<file path="src/hw/rtl/qbez_pkg.sv">
// Shared constants and types for the quadratic Bezier point evaluator.
package qbez_pkg;

   localparam int COORD_WIDTH_DEF = 24;
   localparam int T_FRAC_BITS_DEF = 16;
   localparam int SEG_WIDTH_DEF   = 10;

   localparam int NUM_POINTS = 3;
   localparam int NUM_AXES   = 3;

   typedef struct packed {
      logic valid;
      logic zero_total;
   } ctrl_type;

endpackage

</file>
<file path="src/hw/rtl/qbez_div.sv">
// Pipelined restoring divider producing t = index / total in unsigned fixed point.
module qbez_div #(
   parameter int SEG_WIDTH   = qbez_pkg::SEG_WIDTH_DEF,
   parameter int T_FRAC_BITS = qbez_pkg::T_FRAC_BITS_DEF,
   parameter int DATA_WIDTH  = qbez_pkg::NUM_POINTS * qbez_pkg::NUM_AXES
                               * qbez_pkg::COORD_WIDTH_DEF
) (
   input  logic                    clock,
   input  logic                    reset,
   input  qbez_pkg::ctrl_type      in_ctrl,
   input  logic [SEG_WIDTH-1:0]    in_index,
   input  logic [SEG_WIDTH-1:0]    in_total,
   input  logic [DATA_WIDTH-1:0]   in_data,
   output qbez_pkg::ctrl_type      out_ctrl,
   output logic [T_FRAC_BITS:0]    out_quot,
   output logic [DATA_WIDTH-1:0]   out_data
);

   localparam int NSTAGE = T_FRAC_BITS + 1;

   qbez_pkg::ctrl_type          ctrl_in [NSTAGE];
   qbez_pkg::ctrl_type          ctrl_ff [NSTAGE];
   logic [SEG_WIDTH-1:0]        rem_in  [NSTAGE];
   logic [SEG_WIDTH-1:0]        rem_ff  [NSTAGE];
   logic [SEG_WIDTH-1:0]        tot_in  [NSTAGE];
   logic [SEG_WIDTH-1:0]        tot_ff  [NSTAGE];
   logic [T_FRAC_BITS:0]        quot_in [NSTAGE];
   logic [T_FRAC_BITS:0]        quot_ff [NSTAGE];
   logic [DATA_WIDTH-1:0]       data_in [NSTAGE];
   logic [DATA_WIDTH-1:0]       data_ff [NSTAGE];

   genvar k;
   generate
      for (k = 0; k < NSTAGE; k++) begin : g_stage
         if (k == 0) begin : g_first
            logic ge;
            // saturate the index at the total: the top quotient bit absorbs it
            assign ge         = (in_index >= in_total);
            assign rem_in[k]  = ge ? '0 : in_index;
            assign quot_in[k] = {{T_FRAC_BITS{1'b0}}, ge};
            assign tot_in[k]  = in_total;
            assign ctrl_in[k] = in_ctrl;
            assign data_in[k] = in_data;
         end else begin : g_next
            logic [SEG_WIDTH:0] dbl;
            logic [SEG_WIDTH:0] diff;
            logic               ge;
            assign dbl        = {rem_ff[k-1], 1'b0};
            assign diff       = dbl - {1'b0, tot_ff[k-1]};
            assign ge         = (dbl >= {1'b0, tot_ff[k-1]});
            assign rem_in[k]  = ge ? diff[SEG_WIDTH-1:0] : dbl[SEG_WIDTH-1:0];
            assign quot_in[k] = {quot_ff[k-1][T_FRAC_BITS-1:0], ge};
            assign tot_in[k]  = tot_ff[k-1];
            assign ctrl_in[k] = ctrl_ff[k-1];
            assign data_in[k] = data_ff[k-1];
         end

         always_ff @(posedge clock) begin
            if (reset) begin
               ctrl_ff[k] <= '0;
            end else begin
               ctrl_ff[k] <= ctrl_in[k];
            end
         end

         always_ff @(posedge clock) begin
            rem_ff[k]  <= rem_in[k];
            tot_ff[k]  <= tot_in[k];
            quot_ff[k] <= quot_in[k];
            data_ff[k] <= data_in[k];
         end
      end
   endgenerate

   assign out_ctrl = ctrl_ff[NSTAGE-1];
   assign out_quot = quot_ff[NSTAGE-1];
   assign out_data = data_ff[NSTAGE-1];

endmodule

</file>
<file path="config.mk">
export PLATFORM = sky130hd
export DESIGN_NAME = qbez_div
export DESIGN_NICKNAME = d
export VERILOG_FILES = /design/src/hw/rtl/qbez_pkg.sv /design/src/hw/rtl/qbez_div.sv
export SDC_FILE = /design/constraint.sdc
export NUM_CORES = 2
export LEC_CHECK = 0
export BUFFER_PORTS_ARGS = -buffer_cell sky130_fd_sc_hd__buf_2
export CORE_MARGIN = 4
export CORE_UTILIZATION = 30
export CTS_CLUSTER_SIZE = 10
export DETAILED_ROUTE_END_ITERATION = 16
export GPL_TIMING_DRIVEN = 0
export PLACE_DENSITY_LB_ADDON = 0.15
export SYNTH_ARGS = -nofsm -noshare
export SYNTH_HDL_FRONTEND = slang
export SYNTH_MEMORY_MAX_BITS = 65536
export SYNTH_SLANG_ARGS = --single-unit
</file>
<file path="constraint.sdc">
create_clock -name clock -period 3.4 [get_ports clock]
set_input_delay 0.34 -clock clock [delete_from_list [all_inputs] [get_ports clock]]
set_output_delay 0.34 -clock clock [all_outputs]
set_load 0.02 [all_outputs]
</file>
==> Word-level counts from Yosys, hierarchy flattened <==
Memory sizes are Yosys's and may differ from the RTL's.
Index checks and enable logic that the tools add are counted.
{ "word_totals": {"word_cells": 92, "mem_bits_rw": 4335, "ff_bits": 0, "n_memories": 5} }
{ "mem_list": {"columns": ["memory", "depth", "word_bits", "rd", "rd_ports_with_merged_regs", "wr", "line", "source"], "rows": [
  ["data_ff", 17, 216, 17, 0, 17, "qbez_div.sv:30", "logic [DATA_WIDTH-1:0] data_ff [NSTAGE];"],
  ["quot_ff", 17, 17, 17, 0, 17, "qbez_div.sv:28", "logic [T_FRAC_BITS:0] quot_ff [NSTAGE];"],
  ["rem_ff", 17, 10, 16, 0, 17, "qbez_div.sv:24", "logic [SEG_WIDTH-1:0] rem_ff [NSTAGE];"],
  ["tot_ff", 17, 10, 16, 0, 17, "qbez_div.sv:26", "logic [SEG_WIDTH-1:0] tot_ff [NSTAGE];"],
  ["ctrl_ff", 17, 2, 17, 0, 17, "qbez_div.sv:22", "qbez_pkg::ctrl_type ctrl_ff [NSTAGE];"]
]} }
{ "classes": {"addsub": 16, "magnitude_cmp": 17, "n_mux": 37, "bitwise_logic": 17} }
{ "ops": {"columns": ["operator", "n"], "rows": [
  [">= comparator 11 x 10 -> 1 bit", 16],
  ["two-way mux 10 bit", 17],
  ["subtractor 10 bit", 16],
  ["two-way mux 2 bit", 17],
  ["OR 1 bit", 17],
  [">= comparator 10 bit", 1],
  ["two-way mux 1 bit", 3]
]} }

==> Longest topological paths before layout <==
{ "logic_depth": {"ltp_word": 3, "depth_mapped": 9, "mapped_depth_nobuf": 8} }

==> Worst setup path after synthesis <==
OpenSTA, ideal clock, no wires.
{ "synth_path": {"path_kind": "reg-to-reg", "startpoint": "memory tot_ff[0][120] (netlist name)", "endpoint": "memory rem_ff[0][138] (netlist name)", "path_stages_with_launch": 9, "arrival_ps": 2000, "slack_ps": 1278, "setup_ps": 121, "n_path_buf": 0, "path_cell_list": "dfxtp_1 > inv_1 > fa_1 > a21o_1 > a21oi_2 > nor2_1 > a2111oi_0 > xnor2_1 > mux2_4"} }
{ "synth_rtl": {"columns": ["element", "line"], "rows": [
  ["start: declaration", "qbez_div.sv:26"],
  ["end: declaration", "qbez_div.sv:24"]
]} }

==> results.toml <==
[critical_path]
reg2reg_from = "tot_ff[0][31]"
path_class = "reg2reg"
arrival_ps = 3130
worstSetupEndpointType = "flip-flop"
crit_start = "tot_ff[0][31]"
reg2reg_setup_slack_ps = 980
rr_endpoint = "rem_ff[0][42]"
path_max_fanout = 10
rr_worst_depth = 9
crit_required_ps = 4110
endpoint = "rem_ff[0][42]"
critPathLaunchType = "flip-flop"

[logic_synthesis]
synth_top_area_share_pct = 89.90
syn_nets = 5768
ys_types = 44
netlist_top_cells_count = "4179 x dfxtp_1, 187 x inv_1, 169 x ha_1"
ys_seq_area_share_pct = 89.90
synth.most_common_cell = "dfxtp_1"
synth_area_mm2 = 0.09306
yosys_register_bits = 4179
ys_warn_count = 0
synthArstFlopShare_pct = 0
avgSynthCellArea_um2 = 17.41
synth.largest_area_cell = "dfxtp_1"
synth_flop_cell = "dfxtp_1"
synth_edf_count = 0
netlist_instances = 5344
synth_area_leaders = "dfxtp_1 90%, ha_1 2.3%, mux2_4 1.8%"

[timing]
finalHoldViolations = 0
rsz0062_at_grt = "false"
min_period_ps = 2415
fin_skew_ps = 90.48
worstMarginPinSlew_ps = 534.7
drv_slew = 0
fmax_mhz = 414.0
setup_viol = 0
maxSlewHeadroom_pct = 63.43
period_share_pct = 71.04
setup-tns-final_ps = 0

[job]
max-cap-violations = 0

[floorplan]
row_count = 204
core_area_mm2 = 0.3088
die_area_mm2 = 0.3192
io-pin-count = 475
die_w_um = 564.9
die_h_um = 564.9
start_util_pct = 30.13

[cells_and_area]
drive_above_1_share_pct = 17.16
fin_area_mm2 = 0.1175
nNetsFinal = 7116
syn_to_final_growth_pct = 26.31

[power]
total_power_uw = 107200
p_leak_uw = 0.05034
p_per_area_mw_per_mm2 = 912.1
ir_drop_mv = 0.5028

[grt]
antenna_found_initial = 12
grt_pass1_wl_um = 192800
track_usage_pct = 7.278
grt_pass1_vias = 40120
grt_max_degree = 22
overflow = 0

[detailed_routing]
drc_errors = 0
ant_nets = 0
routedWlPerCell_um = 10.72
firstDrtPassIters = 4
totalWireLength_um = 116800
via_count = 38620
drt_iter0_drc = 1236
viasPerCell = 3.543

[clock_tree]
ctsHoldBuffers = 406
clockBufferDepth = 4
cts_buffers = 466
clkSinkCount = 4179
cts_setup_buffers = 0
cts_root_buf = "clkbuf_16"
h-tree-depth = 5
post_cts_resize_count = 0
clk_latency_ps = 920
cts_tree = "yes"
clkTransAtPathRegs_ps = 50

[place]
numPortBuffers = 474
post-dp-hpwl_um = 68180
placed_area_mm2 = 0.1006
place.gp.congestion = 0.7248

[min_path]
hp-class = "in2reg"

[outcome]
status = "completed"
through the flow:
stage	setup WS (ps)	util, %	hold slack (ps)	instances
detailed placement	972.6	32.57	312.1	9938
CTS	939.9	38.05	0.6051	10900
floorplan	1278	-	309.6	5344
global placement	1002	32.57	309.5	9938
finish	984.6	38.06	122.4	10900
global route	832.3	38.06	27.66	10900
worst max-delay path, cell delays in order, from the launching register on:
cell     delay [ps]
dfxtp_1         330
inv_1            70
ha_1            290
nor2b_1         160
o31a_1          290
o21ai_2         240
o21ai_1         130
a41o_1          290
buf_6           170
mux2_4          300
flip-flops by register name (all words and copies together), names as in the netlist:
| signal | flops |
|---|---|
| quot_ff | 153 |
| tot_ff | 160 |
| ctrl_ff | 34 |
| rem_ff | 160 |
| data_ff | 3672 |
final cells by class:
type	instances	area, um^2
Antenna cell	4	10.01
Buffer	18	172.7
Clock buffer	516	12030
Clock inverter	38	853.3
Fill cell	28760	191300
Inverter	187	701.9
Multi-Input combinational cell	960	8521
Sequential cell	4179	83660
Tap cell	4120	5155
Timing Repair Buffer	880	6436
cells in the final DEF (no fill, tap or decap), drive strengths merged, types with 15 or more instances in the layout:
| cell type | instances |
|---|---|
| a211o | 26 |
| a21o | 36 |
| a21oi | 81 |
| and2 | 25 |
| buf | 488 |
| clkbuf | 520 |
| clkinv | 31 |
| dfxtp | 4179 |
| dlygate4sd3 | 406 |
| fa | 15 |
| ha | 169 |
| inv | 189 |
| mux2 | 134 |
| nand2 | 50 |
| nand4 | 17 |
| nor2 | 64 |
| nor2b | 50 |
| o21a | 42 |
| o21ai | 69 |
| o21bai | 28 |
| xnor2 | 49 |
| xor2 | 43 |
metal layers:
| metal | track usage, % | up-vias | wire length [um] |
|---|---|---|---|
| met5 | 0 | - | 48 |
| met4 | 3.798 | 8 | 5133 |
| met3 | 2.801 | 419 | 9026 |
| met2 | 11.54 | 830 | 51950 |
| met1 | 8.545 | 17830 | 50660 |
| li1 | - | 19540 | - |
worst min path at each step:
stage	from	end	slack (ps)	cells after the start
after floorplan	data_ff[0][784]	data_ff[0][1000]	310	0
after global placement	data_ff[0][77]	data_ff[0][293]	310	0
after detailed placement	data_ff[0][859]	data_ff[0][1075]	310	0
after CTS	in_data[143]	data_ff[0][143]	0.6	2
after global routing	in_data[143]	data_ff[0][143]	30	2
final	in_data[188]	data_ff[0][188]	120	2
logic make-up (layout without fill, tap and decap cells):
group,after synthesis,after routing,synth area share [%]
muxes,135,135,2.084
other,0,4,0
AOI/OAI and AO/OA,336,336,2.489
DFF,4179,4179,89.90
buffers and inverters,205,1639,0.9398
and+or+nand+nor,213,213,1.123
xor gates and xnor gates,92,92,0.8659
adders and majority gates,184,184,2.595
power breakdown:
part	switching, uW	internal (uW)
registers	1320	53200
logic	4540	5690
clock network	17600	24800
Power figures use the tool's default switching activity.
