`src/hw/rtl/qbez_pkg.sv`:
```
// Shared constants and types for the quadratic Bezier point evaluator.
package qbez_pkg;

   localparam int COORD_WIDTH_DEF = 24;
   localparam int T_FRAC_BITS_DEF = 16;
   localparam int SEG_WIDTH_DEF   = 10;

   localparam int NUM_POINTS = 3;
   localparam int NUM_AXES   = 3;

   typedef struct packed {
      logic valid;
      logic zero_total;
   } ctrl_type;

endpackage

```
`src/hw/rtl/qbez_weight.sv`:
```
// Bernstein weight stages: u = 1 - t, then u*u, 2*u*t and t*t.
module qbez_weight #(
   parameter int T_FRAC_BITS = qbez_pkg::T_FRAC_BITS_DEF,
   parameter int DATA_WIDTH  = qbez_pkg::NUM_POINTS * qbez_pkg::NUM_AXES
                               * qbez_pkg::COORD_WIDTH_DEF
) (
   input  logic                        clock,
   input  logic                        reset,
   input  qbez_pkg::ctrl_type          in_ctrl,
   input  logic [T_FRAC_BITS:0]        in_t,
   input  logic [DATA_WIDTH-1:0]       in_data,
   output qbez_pkg::ctrl_type          out_ctrl,
   output logic [2*T_FRAC_BITS:0]      out_w_start,
   output logic [2*T_FRAC_BITS:0]      out_w_ctrl,
   output logic [2*T_FRAC_BITS:0]      out_w_end,
   output logic [DATA_WIDTH-1:0]       out_data
);

   localparam int WW = 2 * T_FRAC_BITS + 1;
   localparam logic [T_FRAC_BITS:0] T_ONE = (T_FRAC_BITS + 1)'(1) << T_FRAC_BITS;

   qbez_pkg::ctrl_type        ctrl_a_in, ctrl_a_ff, ctrl_b_in, ctrl_b_ff;
   logic [T_FRAC_BITS:0]      t_in, t_ff, u_in, u_ff;
   logic [DATA_WIDTH-1:0]     data_a_in, data_a_ff, data_b_in, data_b_ff;
   logic [WW:0]               uu, ut, tt;
   logic [WW-1:0]             ws_in, ws_ff, wc_in, wc_ff, we_in, we_ff;

   assign ctrl_a_in = in_ctrl;
   assign data_a_in = in_data;
   assign t_in      = in_t;
   assign u_in      = T_ONE - in_t;

   assign uu = u_ff * u_ff;
   assign ut = u_ff * t_ff;
   assign tt = t_ff * t_ff;

   assign ctrl_b_in = ctrl_a_ff;
   assign data_b_in = data_a_ff;
   assign ws_in     = uu[WW-1:0];
   assign wc_in     = {ut[WW-2:0], 1'b0};
   assign we_in     = tt[WW-1:0];

   always_ff @(posedge clock) begin
      if (reset) begin
         ctrl_a_ff <= '0;
         ctrl_b_ff <= '0;
      end else begin
         ctrl_a_ff <= ctrl_a_in;
         ctrl_b_ff <= ctrl_b_in;
      end
   end

   always_ff @(posedge clock) begin
      t_ff      <= t_in;
      u_ff      <= u_in;
      data_a_ff <= data_a_in;
      ws_ff     <= ws_in;
      wc_ff     <= wc_in;
      we_ff     <= we_in;
      data_b_ff <= data_b_in;
   end

   assign out_ctrl    = ctrl_b_ff;
   assign out_w_start = ws_ff;
   assign out_w_ctrl  = wc_ff;
   assign out_w_end   = we_ff;
   assign out_data    = data_b_ff;

endmodule

```
`config.mk`:
```
export PLATFORM = sky130hd
export DESIGN_NAME = qbez_weight
export DESIGN_NICKNAME = d
export VERILOG_FILES = /design/src/hw/rtl/qbez_pkg.sv /design/src/hw/rtl/qbez_weight.sv
export SDC_FILE = /design/constraint.sdc
export NUM_CORES = 2
export LEC_CHECK = 0
export ABC_AREA = 1
export BUFFER_PORTS_ARGS = -buffer_cell sky130_fd_sc_hd__buf_2
export CAP_MARGIN = 10
export CORE_AREA = 3 3 324 326
export CTS_CLUSTER_SIZE = 20
export DETAILED_ROUTE_END_ITERATION = 8
export DIE_AREA = 0 0 327 329
export SLEW_MARGIN = 30
export SYNTH_ARGS = -nofsm -noshare
export SYNTH_HDL_FRONTEND = slang
export SYNTH_SLANG_ARGS = --single-unit
```
`constraint.sdc`:
```
create_clock -name clock -period 4.9 [get_ports clock]
set_input_delay 0.245 -clock clock [delete_from_list [all_inputs] [get_ports clock]]
set_output_delay 0.245 -clock clock [all_outputs]
set_load 0.05 [all_outputs]
```
== After elaboration in Yosys (flattened, before gate mapping) ==
Index checks and enable logic that the tools add are counted.

* Register bits: 568
* Input bits: 237
* Output and inout bits: 317
* Word-level logic and storage cells: 15

* Add/sub/neg operators: 1
* $mul: 3

{| class="wikitable"
|+ Operators with widths
! cell !! number
|-
| 17-bit by 17-bit multiplier with 33-bit output || 2
|-
| 17-bit by 17-bit multiplier with 32-bit output || 1
|-
| 17-bit subtractor (first input constant) || 1
|}

== Depth between registers and ports, before layout ==
* Depth after elaboration: 1
* Mapped depth: 28
* Depth with buffers taken out: 26

== Worst setup path before layout ==
OpenSTA, ideal clock, no wires.

* Path kind: flip-flop to flip-flop
* Start: reg t_ff[2]
* End: reg we_ff[29] (netlist: out_w_end[29])
* Arrival time: 5.092 ns
* Required time: 4.787 ns
* Slack: -0.305 ns
* Stages on the path, launching flop included: 24
* Buffers on the path: 2
* Period minus slack after synthesis: 5.205 ns
* Cell sequence: dfxtp_1 clkbuf_1 clkbuf_1 nand2_1 fa_1 inv_1 fa_1 fa_1 inv_1 fa_1 inv_1 fa_1 inv_1 fa_1 inv_1 ha_1 nand2_2 inv_1 a21oi_1 nand3_1 nand2_1 nand3_1 nand2_1 nand2_1

* Longest elaborated chain between the ends: 1

{| class="wikitable"
|+ RTL lines
! item !! RTL line !! source
|-
| from (decl) || qbez_weight.sv:23 || <nowiki>logic [T_FRAC_BITS:0] t_in, t_ff, u_in, u_ff;</nowiki>
|-
| from (signal assigned) || qbez_weight.sv:54 || <nowiki>t_ff <= t_in;</nowiki>
|-
| 17-bit by 17-bit multiplier with 33-bit output || qbez_weight.sv:35 || <nowiki>assign tt = t_ff * t_ff;</nowiki>
|-
| via tt[29] || qbez_weight.sv:25 || <nowiki>logic [WW:0] uu, ut, tt;</nowiki>
|-
| to (signal assigned) || qbez_weight.sv:59 || <nowiki>we_ff <= we_in;</nowiki>
|-
| to (decl) || qbez_weight.sv:26 || <nowiki>logic [WW-1:0] ws_in, ws_ff, wc_in, wc_ff, we_in, we_ff;</nowiki>
|}

The timed path passes the listed nets, and every way through them passes these cells.
A chain may end at the register's enable or synchronous reset.

== Worst setup path after layout ==
* Start: reg u_ff[8]
* End: reg wc_ff[31] (netlist: out_w_ctrl[31])

* Longest elaborated chain between the ends: 1

{| class="wikitable"
|+ RTL lines
! item !! RTL line !! source
|-
| from (decl) || qbez_weight.sv:23 ||
|-
| from (signal assigned) || qbez_weight.sv:55 || <nowiki>u_ff <= u_in;</nowiki>
|-
| 17-bit by 17-bit multiplier with 32-bit output || qbez_weight.sv:34 || <nowiki>assign ut = u_ff * t_ff;</nowiki>
|-
| via ut[30] || qbez_weight.sv:25 ||
|-
| to (signal assigned) || qbez_weight.sv:58 || <nowiki>wc_ff <= wc_in;</nowiki>
|-
| to (decl) || qbez_weight.sv:26 ||
|}

The timed path passes the listed nets, and every way through them passes these cells.

==> metrics <==
cell taking the most area after synthesis=fa_1; slew margin rel.=about two thirds; # Max-Cap Violations=0; Routed WL=122100 microns; DP Cell Count=roughly 6800; Final Cycle Share=106.5%; Synth Warn #=0; Non-Filler Instances=7250; fmax=about 0.19 GHz; CP required=~5.4 ns; Worst Skew=0.04082 ns; initial antenna violation count=6; Core Region=between 100000 and 150000 sq um; WS Path Type=reg -> reg; placer congestion estimate=roughly 0.9; Initial Utilization=roughly two fifths; final layout net count=6986; worst min path class=in -> reg; mean post-synth cell area=between 8 and 9 sq um; Seq/Total Area, Yosys=between 20% and 30%; Final setup viols=61; Clock Pin Slew Worst Setup and Hold Paths=roughly 0.07 ns; First-pass DRT Iterations=5; synthesis-to-finish area growth=43.78%; GR Overflow Total=0; Tot GR Track Use=a little over a fifth; Clock Tree Buf Depth=3; slew of the pin with the lowest slew margin=0.5221 ns; Avg WL per Cell=16.84 microns; vias in the first global route=between 30000 and 40000; pin count of the biggest net entering global routing=24; DRT antenna net count=0; share of the synthesized area in the top cell type=between 30% and 40%; via count=32330; Crit Path Max Fanout=4; synth unique cells=34; max-slew violation count=0; full die area=107600 sq um; H-tree depth=2; buffers added on ports=550; Fill cells=roughly 8600; fin crit period=around 5.2 ns; die span in x=approximately 330 microns; row count=117; post-synthesis register bit count=about 560; Fin. Hold Viols=0; DPL Wire Length=91250 microns; setup tns final=-10.59 ns; Clock Latency Late Sink=approximately 0.66 ns; cts bufs inserted=57; area of the mapped netlist=39850 sq um; Starting DRT DRC Count=1515; RSZ-0062 raised after global routing=true; num ports=554; arrival time worst endpoint=5.74 ns; share of layout cells above drive strength 1=between 30% and 40%; status=complete, but fails checks; root buf cell=clkbuf_16; failing checks=negative setup slack; CTS tree=yes; Critical Path Start Type=flip-flop; Worst setup EP type=flip-flop; Vias/cell=roughly 4.5; first-pass GRT wire length=around 180000 microns; drt drc=0; highest-count cells in the layout ignoring fill and taps=inv_1, nand2_1, fa_1; leading cell type in the layout, fill and taps excluded=inv_1; Synth Instances=about 4600; DIE HEIGHT=~330 microns; setup ws final=-0.3178 ns; Area contributors post-synth=fa_1, dfxtp_1, inv_1; clk sinks=between 500 and 600
timing repair:
| item | in CTS | in global routing |
|---|---|---|
| endpoints found under the setup margin | 67 | 72 |
| buffers inserted | 47 | 71 |
| hold buffers | 236 | 0 |
| resized for setup | 434 | 669 |
| endpoints found under the hold margin | 253 | 0 |
| gates cloned | 10 | 11 |
| pin swaps | 174 | 400 |
Yosys cell counts:
cell,count
nor2_1,100
o21ai_0,5
nor2_4,5
nand3_2,5
buf_4,5
nand2_1,1137
dfxtp_1,563
nand4_1,33
and2_2,1
nor3b_2,1
a21oi_1,57
xor2_1,56
inv_2,7
buf_1,3
and2_1,11
inv_1,1325
xnor2_1,20
nand3b_1,4
fa_1,605
and3_1,1
buf_2,5
nor3_2,6
or2_2,5
a21o_1,7
nand2_2,12
o21bai_1,9
nand2b_1,2
nor4_1,1
clkbuf_1,113
ha_1,311
conb_1,1
nand3_1,112
nor3_1,9
nor2_2,17
worst paths after layout:
| path | from | to | slack (ns) | cells past startpoint |
|---|---|---|---|---|
| max reg2reg | u_ff[8] | out_w_ctrl[31] | -0.32 | 20 |
| min | in_data[119] | data_a_ff[119] | 0.23 | 2 |
| max | u_ff[8] | out_w_ctrl[31] | -0.32 | 20 |
| min reg2reg | data_a_ff[7] | out_data[7] | 0.31 | 0 |
layer usage:
| layer | GRT usage (%) | share of wire (%) | wire, microns |
|---|---|---|---|
| met1 | 27.68 | 40 | 49170 |
| met2 | 38.81 | 50 | 61560 |
| met3 | 3.508 | 6.4 | 7773 |
| met4 | 5.396 | 2.9 | 3525 |
| met5 | 0 | 0.043 | 53 |
kinds of logic after synthesis:
| kind of cell | synth area share (%) |
|---|---|
| and+or+nand+nor | 15.00 |
| buffers and inverters | 13.80 |
| adders and majority gates | 40.16 |
| DFF | 28.28 |
| AOI/OAI and AO/OA | 1.080 |
| xor gates and xnor gates | 1.670 |
| other | 0.009410 |
state kept, by name, summed over array words and instances (netlist names):
name and flops:
t_ff 16, data_a_ff 216, ctrl_a_ff 2, u_ff 17
out_data 216, out_w_start 31, out_w_ctrl 32, out_ctrl 2
out_w_end 31
worst max-delay path, cell delays in order, from the launching register on:
cell     delay [ns]
dfxtp_4        0.43
buf_12         0.16
buf_6          0.11
nand2_4        0.04
fa_1           0.54
inv_2          0.05
fa_1           0.47
fa_1           0.59
fa_2           0.43
fa_1           0.50
inv_2          0.04
fa_1           0.56
inv_2          0.07
ha_4           0.34
nand2_8        0.09
nor2_4         0.14
and2_4         0.17
and2_1         0.15
nand2_1        0.07
nand3_1        0.08
nand2_1        0.06
per-stage QoR:
| step | utilization, % | hold slack (ns) | setup slack [ns] | area [sq um] |
|---|---|---|---|---|
| 2_1_floorplan | - | 0.2727 | -0.01249 | 40480 |
| 5_1_grt | 56.16 | 0.2029 | -0.4878 | 57300 |
| 3_3_place_gp | 46.84 | 0.3095 | -0.4607 | 47790 |
| 6_report | 56.16 | 0.2320 | -0.3178 | 57300 |
| 4_1_cts | 53.29 | 0.1818 | -0.2676 | 54370 |
| 3_5_place_dp | 46.84 | 0.3121 | -0.4827 | 47790 |
layout make-up:
| type | count | area (sq um) | share of cell area [%] |
|---|---|---|---|
| tap | 1368 | 1712 | 2.987 |
| clock buffer | 77 | 1622 | 2.830 |
| multi-input combinational | 2535 | 26500 | 46.25 |
| clock inverter | 29 | 375.4 | 0.6551 |
| antenna | 2 | 5.005 | 0.008735 |
| sequential | 563 | 11360 | 19.83 |
| timing repair buffer | 1344 | 10680 | 18.63 |
| inverter | 1332 | 5047 | 8.809 |
Power is not shown: default switching activity piles up to over one toggle a cycle in this logic, so the estimate is an artifact.
